<file path="src/rtl/pstm_pkg.sv">
// Shared types and constants for the progress slot table with minimum tracker.
package pstm_pkg;

  // Default table depth
  localparam int unsigned SLOT_COUNT_DEF = 256;

  // Field widths fixed by the interface
  localparam int unsigned KIND_W  = 2;
  localparam int unsigned ID_W    = 8;
  localparam int unsigned VAL_W   = 64;
  localparam int unsigned CNT_W   = 9;
  localparam int unsigned CFG_IDX_W = 1;

  // Configuration register indexes
  localparam logic [CFG_IDX_W-1:0] REG_SLOT_LIMIT = 1'b0;
  localparam logic [CFG_IDX_W-1:0] REG_MARKER     = 1'b1;

  // Register reset values
  localparam logic [CNT_W-1:0] SLOT_LIMIT_RST = 9'd256;
  localparam logic [VAL_W-1:0] MARKER_RST     = '1;

  typedef enum logic [KIND_W-1:0] {
    K_ACQUIRE = 2'd0,
    K_RELEASE = 2'd1,
    K_UPDATE  = 2'd2,
    K_QUERY   = 2'd3
  } kind_e;

  typedef enum logic [1:0] {
    ST_OK      = 2'd0,
    ST_INVALID = 2'd1,
    ST_RETRY   = 2'd2,
    ST_EMPTY   = 2'd3
  } status_e;

  // Classified command handed from front to back
  typedef struct packed {
    kind_e             kind;
    logic [ID_W-1:0]   slot_id;
    logic [VAL_W-1:0]  value;
    logic              marker_hit;
  } item_t;

  // Result handed from back to the output ports
  typedef struct packed {
    logic              valid;
    status_e           status;
    logic [ID_W-1:0]   given_slot;
    logic [VAL_W-1:0]  min_value;
    logic [CNT_W-1:0]  live_count;
  } result_t;

endpackage

</file>
<file path="src/rtl/pstm_front.sv">
// Front end: classifies commands and holds them in a two-entry queue.
module pstm_front (
  input  logic                        clk_i,
  input  logic                        rst_ni,
  input  logic                        start_i,
  output logic                        busy_o,
  input  logic [pstm_pkg::KIND_W-1:0] kind_i,
  input  logic [pstm_pkg::ID_W-1:0]   slot_id_i,
  input  logic [pstm_pkg::VAL_W-1:0]  value_i,
  input  logic [pstm_pkg::VAL_W-1:0]  marker_i,
  output logic                        avail_o,
  output pstm_pkg::item_t             item_o,
  input  logic                        pop_i
);
  import pstm_pkg::*;

  item_t       entry_q [2];
  logic        wr_ptr_q, rd_ptr_q;
  logic [1:0]  count_q;
  logic        push;
  logic        pop;
  item_t       item_new;

  // Classify: flag the reserved value up front
  always_comb begin
    item_new.kind       = kind_e'(kind_i);
    item_new.slot_id    = slot_id_i;
    item_new.value      = value_i;
    item_new.marker_hit = (value_i == marker_i);
  end

  assign busy_o  = (count_q == 2'd2);
  assign push    = start_i && !busy_o;
  assign avail_o = (count_q != 2'd0);
  assign pop     = pop_i && avail_o;
  assign item_o  = entry_q[rd_ptr_q];

  // Queue payload
  always_ff @(posedge clk_i) begin
    if (push) begin
      entry_q[wr_ptr_q] <= item_new;
    end
  end

  // Queue pointers and fill
  always_ff @(posedge clk_i or negedge rst_ni) begin
    if (!rst_ni) begin
      wr_ptr_q <= 1'b0;
      rd_ptr_q <= 1'b0;
      count_q  <= 2'd0;
    end else begin
      if (push) wr_ptr_q <= ~wr_ptr_q;
      if (pop)  rd_ptr_q <= ~rd_ptr_q;
      count_q <= count_q + {1'b0, push} - {1'b0, pop};
    end
  end

endmodule

</file>
<file path="config.mk">
export PLATFORM = sky130hd
export DESIGN_NAME = pstm_front
export DESIGN_NICKNAME = d
export VERILOG_FILES = /design/src/rtl/pstm_pkg.sv /design/src/rtl/pstm_front.sv
export SDC_FILE = /design/constraint.sdc
export NUM_CORES = 1
export LEC_CHECK = 0
export BUFFER_PORTS_ARGS = -buffer_cell sky130_fd_sc_hd__buf_4
export CAP_MARGIN = 10
export CORE_MARGIN = 2
export CORE_UTILIZATION = 45
export CTS_CLUSTER_SIZE = 20
export DETAILED_ROUTE_END_ITERATION = 12
export GPL_TIMING_DRIVEN = 0
export PLACE_DENSITY_LB_ADDON = 0.2
export SYNTH_ARGS = -nofsm -noshare
export SYNTH_HDL_FRONTEND = slang
export SYNTH_SLANG_ARGS = --single-unit
</file>
<file path="constraint.sdc">
create_clock -name clk_i -period 4.2 [get_ports clk_i]
set_clock_uncertainty 0.15 [all_clocks]
set_input_delay 0.42 -clock clk_i [delete_from_list [all_inputs] [get_ports clk_i]]
set_output_delay 0.42 -clock clk_i [all_outputs]
set_load 0.02 [all_outputs]
</file>
==> results.sh, run 1 <==
export IMPL_crit_path_start_kind="flop"
export IMPL_min_period_over_period=0.621
export IMPL_die_w_um=122
export IMPL_layout_setup_ws_ps=1590
export IMPL_nFillCells=1059
export IMPL_grt_max_degree=50
export IMPL_grt_ovfl_total=0
export IMPL_yosys_area_top_type="edfxtp_1"
export IMPL_io_buffers=218
export IMPL_max_slew_margin=0.561
export IMPL_netlist_top_cells_area="edfxtp_1 72%, mux2_2 13%, xor2_1 9.1%"
export IMPL_syn_area_sq_mm=0.00629
export IMPL_ios=219
export IMPL_path_class="reg2out"
export IMPL_hold_viol_final=0
export IMPL_clk_pin_slew_ps=60
export IMPL_syn_nets=480
export IMPL_ir_drop_uv=298
export IMPL_synth_top_area_share=0.716
export IMPL_area_growth_pct=40.5
export IMPL_placedCellCount=738
export IMPL_sw_frac_of_total=0.315
export IMPL_routed_wl_um=13600
export IMPL_remaining_drc_errors=0
export IMPL_cap_violations=0
export IMPL_worstPathRequired_ps=3630
export IMPL_avgSynthCellArea_sq_um=18.7
export IMPL_layout_nets=722
export IMPL_p_comb_frac=0.375
export IMPL_initial_core_util=0.456
export IMPL_rsz0062_at_grt="no"
export IMPL_ant_nets=0
export IMPL_cts_root_buffer="clkbuf_16"
export IMPL_wl_per_cell_um=17.7
export IMPL_grt_usage=0.187
export IMPL_synth_seq_cells=154
export IMPL_switchingPower_uw=1820
export IMPL_die_h_um=122
export IMPL_dieArea_sq_mm=0.0149
export IMPL_cts_max_path_buffers=2
export IMPL_rows=43
export IMPL_worst_path_max_fanout=10
export IMPL_clkLatencyLatePin_ps=410
export IMPL_stdcell_count=771
export IMPL_hold_depth=1
export IMPL_cts_tree="done"
export IMPL_gp_routability_congestion=0.748
export IMPL_drive_gt1_frac=0.572
export IMPL_cts_sinks=154
export IMPL_fin_hold_ws_ps=44.0
export IMPL_power_density_mw_per_mm2=652
export IMPL_crit_path_end_kind="output port"
export IMPL_detail_route_vias_per_cell=4.86
export IMPL_antenna_cells=0
export IMPL_worstHoldPathType="in2reg"
export IMPL_grt_pass1_wl_um=20200
export IMPL_synth_warning_count=0
export IMPL_layout_min_cycle_time_ps=2610
export IMPL_synth_cell_types=17
export IMPL_max_freq_mhz=384
export IMPL_dp_slack_ps=1970
export IMPL_grt_pass1_vias=3907
export IMPL_core_area_sq_mm=0.0138
export IMPL_drtIter0Drc=178
export IMPL_p_clk_frac=0.247
export IMPL_vias=3747
export IMPL_cts_made_buffers=17
export IMPL_r2r_cells=5
export IMPL_drv_slew=0
export IMPL_finalSetupViolCount=0
export IMPL_power_total_uw=5760
export IMPL_synthCells=336
export IMPL_h_tree_depth=4
export IMPL_leakagePower_uw=0.00347
export IMPL_antenna_found_initial=0
export IMPL_p_seq_frac=0.378
export IMPL_cts_resized=0
export IMPL_power_internal_uw=3940
export IMPL_firstDrtPassIters=6
export IMPL_status="finished, final reports clean"
export IMPL_worst_pin_slew_ps=656
export IMPL_arrival_ps=2040
export IMPL_yosysSeqAreaShare=0.732
export IMPL_dp_hpwl_um=9900
-- cell families after synthesis --
group         Yosys count  share of synthesized area
xor+xnor               68                     0.0947
fa+ha+maj               2                    0.00398
buf+inv                10                    0.00756
flops                 154                      0.732
mux                    75                      0.134
simple gates           27                     0.0271
-- through the flow --
step	instance area (sq um)	setup TNS [ps]	util
4_1_cts	8830	0	0.641
3_5_place_dp	8260	0	0.600
3_3_place_gp	8150	-11870	0.592
2_1_floorplan	6290	0	-
5_1_grt	8830	0	0.641
6_report	8830	0	0.641
-- cells in the mapped netlist, drive strengths merged --
| library cell | n |
|---|---|
| and2 | 1 |
| xor2 | 65 |
| edfxtp | 150 |
| buf | 8 |
| and3 | 1 |
| nand4 | 4 |
| nand2 | 1 |
| mux2 | 75 |
| dfrtp | 4 |
| ha | 2 |
| nor2 | 1 |
| inv | 2 |
| xnor2 | 3 |
| nand2b | 1 |
| or2 | 1 |
| nor4 | 17 |
-- flip-flops by register name, indices dropped and copies added (netlist names) --
name      cells
rd_ptr_q      1
entry_q     150
count_q       2
wr_ptr_q      1
-- placed cells by master (no fill, tap or decap), drive strengths merged --
| master | n |
|---|---|
| and2 | 1 |
| and3 | 1 |
| buf | 230 |
| bufinv | 2 |
| clkbuf | 17 |
| clkinv | 11 |
| clkinvlp | 2 |
| dfrtp | 4 |
| dlygate4sd3 | 1 |
| edfxtp | 150 |
| ha | 2 |
| inv | 2 |
| mux2 | 75 |
| nand2 | 1 |
| nand2b | 1 |
| nand4 | 4 |
| nor2 | 1 |
| nor4 | 17 |
| or2 | 1 |
| xnor2 | 3 |
| xor2 | 65 |
-- critical path, stage by stage, from the launching register on --
cell,delay (ps)
dfrtp_1,370
buf_2,280
buf_2,420
mux2_2,390
buf_4,160
-- final timing paths --
check                             start  slack [ps]        endpoint
setup / recovery               rd_ptr_q        1590      item_o[44]
hold / removal             slot_id_i[5]          40  entry_q[1][70]
setup reg to reg             count_q[1]        2120  entry_q[0][61]
hold reg to reg              count_q[0]         400      count_q[0]
max in group asynchronous        rst_ni        3580      count_q[0]
min in group asynchronous        rst_ni         220      count_q[1]
-- power groups by stage --
stage | sequential [uW] | combinational [uW] | clock, uW
after floorplan | 2210 | 1230 | 0
after global placement | 2240 | 2090 | 0
after detailed placement | 2210 | 2190 | 0
after CTS | 2180 | 2210 | 1460
after global routing | 2210 | 2310 | 1530
final | 2180 | 2160 | 1430
-- per-layer routing --
metal	routed length, um	vias to the layer above	track usage
li1	-	1780	-
met1	5160	1798	0.212
met2	7030	154	0.315
met3	1250	15	0.0782
met4	202	0	0.0704
met5	0	-	0
-- final cells by class --
type,instances,area (sq um),area share
Sequential cell,154,4600,0.521
Timing Repair Buffer,223,1750,0.198
Multi-Input combinational cell,172,1650,0.187
Clock buffer,17,425,0.0482
Tap cell,180,225,0.0255
Clock inverter,15,134,0.0152
Buffer,8,40.0,0.00453
Inverter,2,7.51,0.000850
-- what timing repair did --
item / in CTS / in global routing
setup buffers: 0 / 0
endpoints found under the hold margin: 4 / 0
hold buffers: 1 / 0
Power figures use the tool's default switching activity.
==> run 2, diff against run 1 <==
--- a/config.mk
+++ b/config.mk
@@ -5,10 +5,11 @@
 export SDC_FILE = /design/constraint.sdc
 export NUM_CORES = 1
 export LEC_CHECK = 0
+export ABC_AREA = 1
 export BUFFER_PORTS_ARGS = -buffer_cell sky130_fd_sc_hd__buf_4
 export CAP_MARGIN = 10
 export CORE_MARGIN = 2
-export CORE_UTILIZATION = 45
+export CORE_UTILIZATION = 46
 export CTS_CLUSTER_SIZE = 20
 export DETAILED_ROUTE_END_ITERATION = 12
 export GPL_TIMING_DRIVEN = 0
==> constraint.sdc (replaced) <==
create_clock -name clk_i -period 2.2 [get_ports clk_i]
set_clock_uncertainty 0.15 [all_clocks]
set_input_delay 0.22 -clock clk_i [delete_from_list [all_inputs] [get_ports clk_i]]
set_output_delay 0.22 -clock clk_i [all_outputs]
set_load 0.02 [all_outputs]
==> results.sh, run 2 <==
export IMPL_clk_pin_slew_ps=50
export IMPL_grt_max_degree=33
export IMPL_crit_slowest_cell="dfrtp_1"
export IMPL_die_w_um=123
export IMPL_synthCells=579
export IMPL_ant_nets=0
export IMPL_multiInputGateArea_sq_mm=0.00178
export IMPL_grt_use_met1=0.225
export IMPL_max_stage_delay_ps=420
export IMPL_grt_ovfl_total=0
export IMPL_grt_pass1_vias=4911
export IMPL_rows=43
export IMPL_drv_slew=0
export IMPL_clkLatencyLatePin_ps=410
export IMPL_grt_use_met3=0.0558
export IMPL_grt_busiest_layer="met2"
export IMPL_ios=219
export IMPL_syn_nets=723
export IMPL_final_common_cell="nand2_1"
export IMPL_leakagePower_uw=0.00433
export IMPL_layout_min_cycle_time_ps=2060
export IMPL_netlist_top_cells_area="edfxtp_1 69%, nand2_1 17%, xnor2_1 7.5%"
export IMPL_cts_sinks=154
export IMPL_synth_top_area_share=0.689
export IMPL_regMostFlops="entry_q"
export IMPL_antenna_found_initial=0
export IMPL_core_area_sq_mm=0.0139
export IMPL_routed_wl_um=15900
export IMPL_grt_pass1_wl_um=23800
export IMPL_worst_pin_slew_ps=737
export IMPL_worstPathCellList="inv_2 > buf_4 > buf_2 > nand2_1 > nand2_1 > buf_4"
export IMPL_arrival_ps=1690
export IMPL_max_freq_mhz=486
export IMPL_grt_usage=0.211
export IMPL_cts_made_buffers=17
export IMPL_firstDrtPassIters=4
export IMPL_largest_reg_flops=150
export IMPL_cap_violations=0
export IMPL_cts_max_path_buffers=2
export IMPL_die_h_um=123
export IMPL_final_setup_tns_ps=0
export IMPL_async_reset_ff_frac=0.0260
export IMPL_synth_flop_cell="edfxtp_1"
export IMPL_status="finished, final reports clean"
export IMPL_remaining_drc_errors=0
export IMPL_nFillCells=985
export IMPL_gp_routability_congestion=0.729
export IMPL_dp_hpwl_um=10400
export IMPL_max_slew_margin=0.508
export IMPL_reg_top3="entry_q x150, count_q x2"
export IMPL_crit_path_start_kind="flop"
export IMPL_yosys_area_top_type="edfxtp_1"
export IMPL_avgSynthCellArea_sq_um=11.3
export IMPL_drtIter0Drc=266
export IMPL_cts_root_buffer="clkbuf_16"
export IMPL_crit_path_end_kind="output port"
export IMPL_drive_gt1_frac=0.293
export IMPL_initial_core_util=0.471
export IMPL_detail_route_vias_per_cell=4.56
export IMPL_power_density_mw_per_mm2=1200
export IMPL_dp_slack_ps=234
export IMPL_path_class="reg2out"
export IMPL_most_common_layout_cells="298 x nand2_1, 220 x buf_4, 150 x edfxtp_1, 78 x dlygate4sd3_1, 56 x xnor2_1"
export IMPL_vias=4968
export IMPL_area_growth_pct=51.0
export IMPL_yosysSeqAreaShare=0.704
export IMPL_synth_cell_types=14
export IMPL_worstHoldPathType="in2reg"
export IMPL_synthTopCellsByCount="298 x nand2_1, 150 x edfxtp_1, 56 x xnor2_1"
export IMPL_synth_seq_cells=154
export IMPL_finalSetupViolCount=0
export IMPL_gr_usage_met2=0.396
export IMPL_wl_per_cell_um=14.6
export IMPL_synth_warning_count=0
export IMPL_worstPathRequired_ps=1830
export IMPL_synth_edf_count=150
export IMPL_min_period_over_period=0.936
export IMPL_ff_latch_area_sq_mm=0.00460
export IMPL_worst_path_max_fanout=10
export IMPL_layout_setup_ws_ps=142
export IMPL_h_tree_depth=4
export IMPL_dieArea_sq_mm=0.0152
export IMPL_cts_tree="done"
export IMPL_syn_area_sq_mm=0.00654
export IMPL_antenna_cells=0
export IMPL_synth_most_common_cell="nand2_1"
export IMPL_io_buffers=218
export IMPL_hold_viol_final=0
export IMPL_layout_nets=1042
export IMPL_ir_drop_uv=843
export IMPL_rsz0062_at_grt="no"
## run 2: stage by stage
step                      utilization  power [uW]  hold slack, ps  instances  instance area (sq um)
final                           0.711       11800             244       1090                   9870
after detailed placement        0.613        8910            -131        981                   8500
after global placement          0.607        8740            -132        977                   8420
after global routing            0.711       12500             301       1090                   9870
after floorplan                     -        6780            -226        579                   6560
after CTS                       0.711       12000             231       1090                   9870
## run 2: timing repair
action,4_1_cts,5_1_grt
hold endpoints to repair,154,0
gates resized for setup,0,0
hold buffers,78,0
buffers inserted,0,0
## run 2: path summary, 6_finish.rpt
| check | endpoint | slack (ps) | start | cells past startpoint |
|---|---|---|---|---|
| max | item_o[52] | 140 | rd_ptr_q | 6 |
| min | entry_q[0][0] | 240 | marker_i[52] | 8 |
| max reg2reg | entry_q[1][50] | 250 | count_q[1] | 4 |
| min reg2reg | count_q[0] | 480 | count_q[0] | 1 |
| max in group asynchronous | rd_ptr_q | 1130 | rst_ni | 3 |
| min in group asynchronous | count_q[1] | 590 | rst_ni | 3 |
## run 2: cell families (layout without fill, tap and decap cells)
kind of cell	Yosys count	after routing	synth area share
AO/OA/AOI/OAI	1	1	0.00134
XOR/XNOR	58	58	0.0777
adder cells (fa/ha/maj)	2	2	0.00383
buffers and inverters	41	372	0.0272
AND/OR/NAND/NOR	323	323	0.186
flip-flops	154	154	0.704
## run 2: area by class of cell
cell class	count	share of cell area
plain buffers	16	0.00849
clock buffers	19	0.0439
clock inverters	12	0.0157
inverters	25	0.00951
multi-input cells	384	0.180
flip-flops and latches	154	0.466
well taps	180	0.0228
repair buffers	300	0.253
## run 2: critical path, delay by kind of cell, from the launching register on
kind | cells | cell delay [ps]
buffers and inverters | 4 | 680
and+or+nand+nor | 2 | 180
DFF | 1 | 420
## run 2: power by group
| part | switching [uW] | internal [uW] |
|---|---|---|
| sequential | 181 | 4010 |
| clock | 1050 | 1860 |
| combinational | 2900 | 1840 |
| total | 4130 | 7710 |
## run 2: layer usage
metal,up-vias,share of wire
li1,2509,-
met1,2295,0.38
met2,142,0.55
met3,22,0.053
met4,0,0.019
met5,-,0
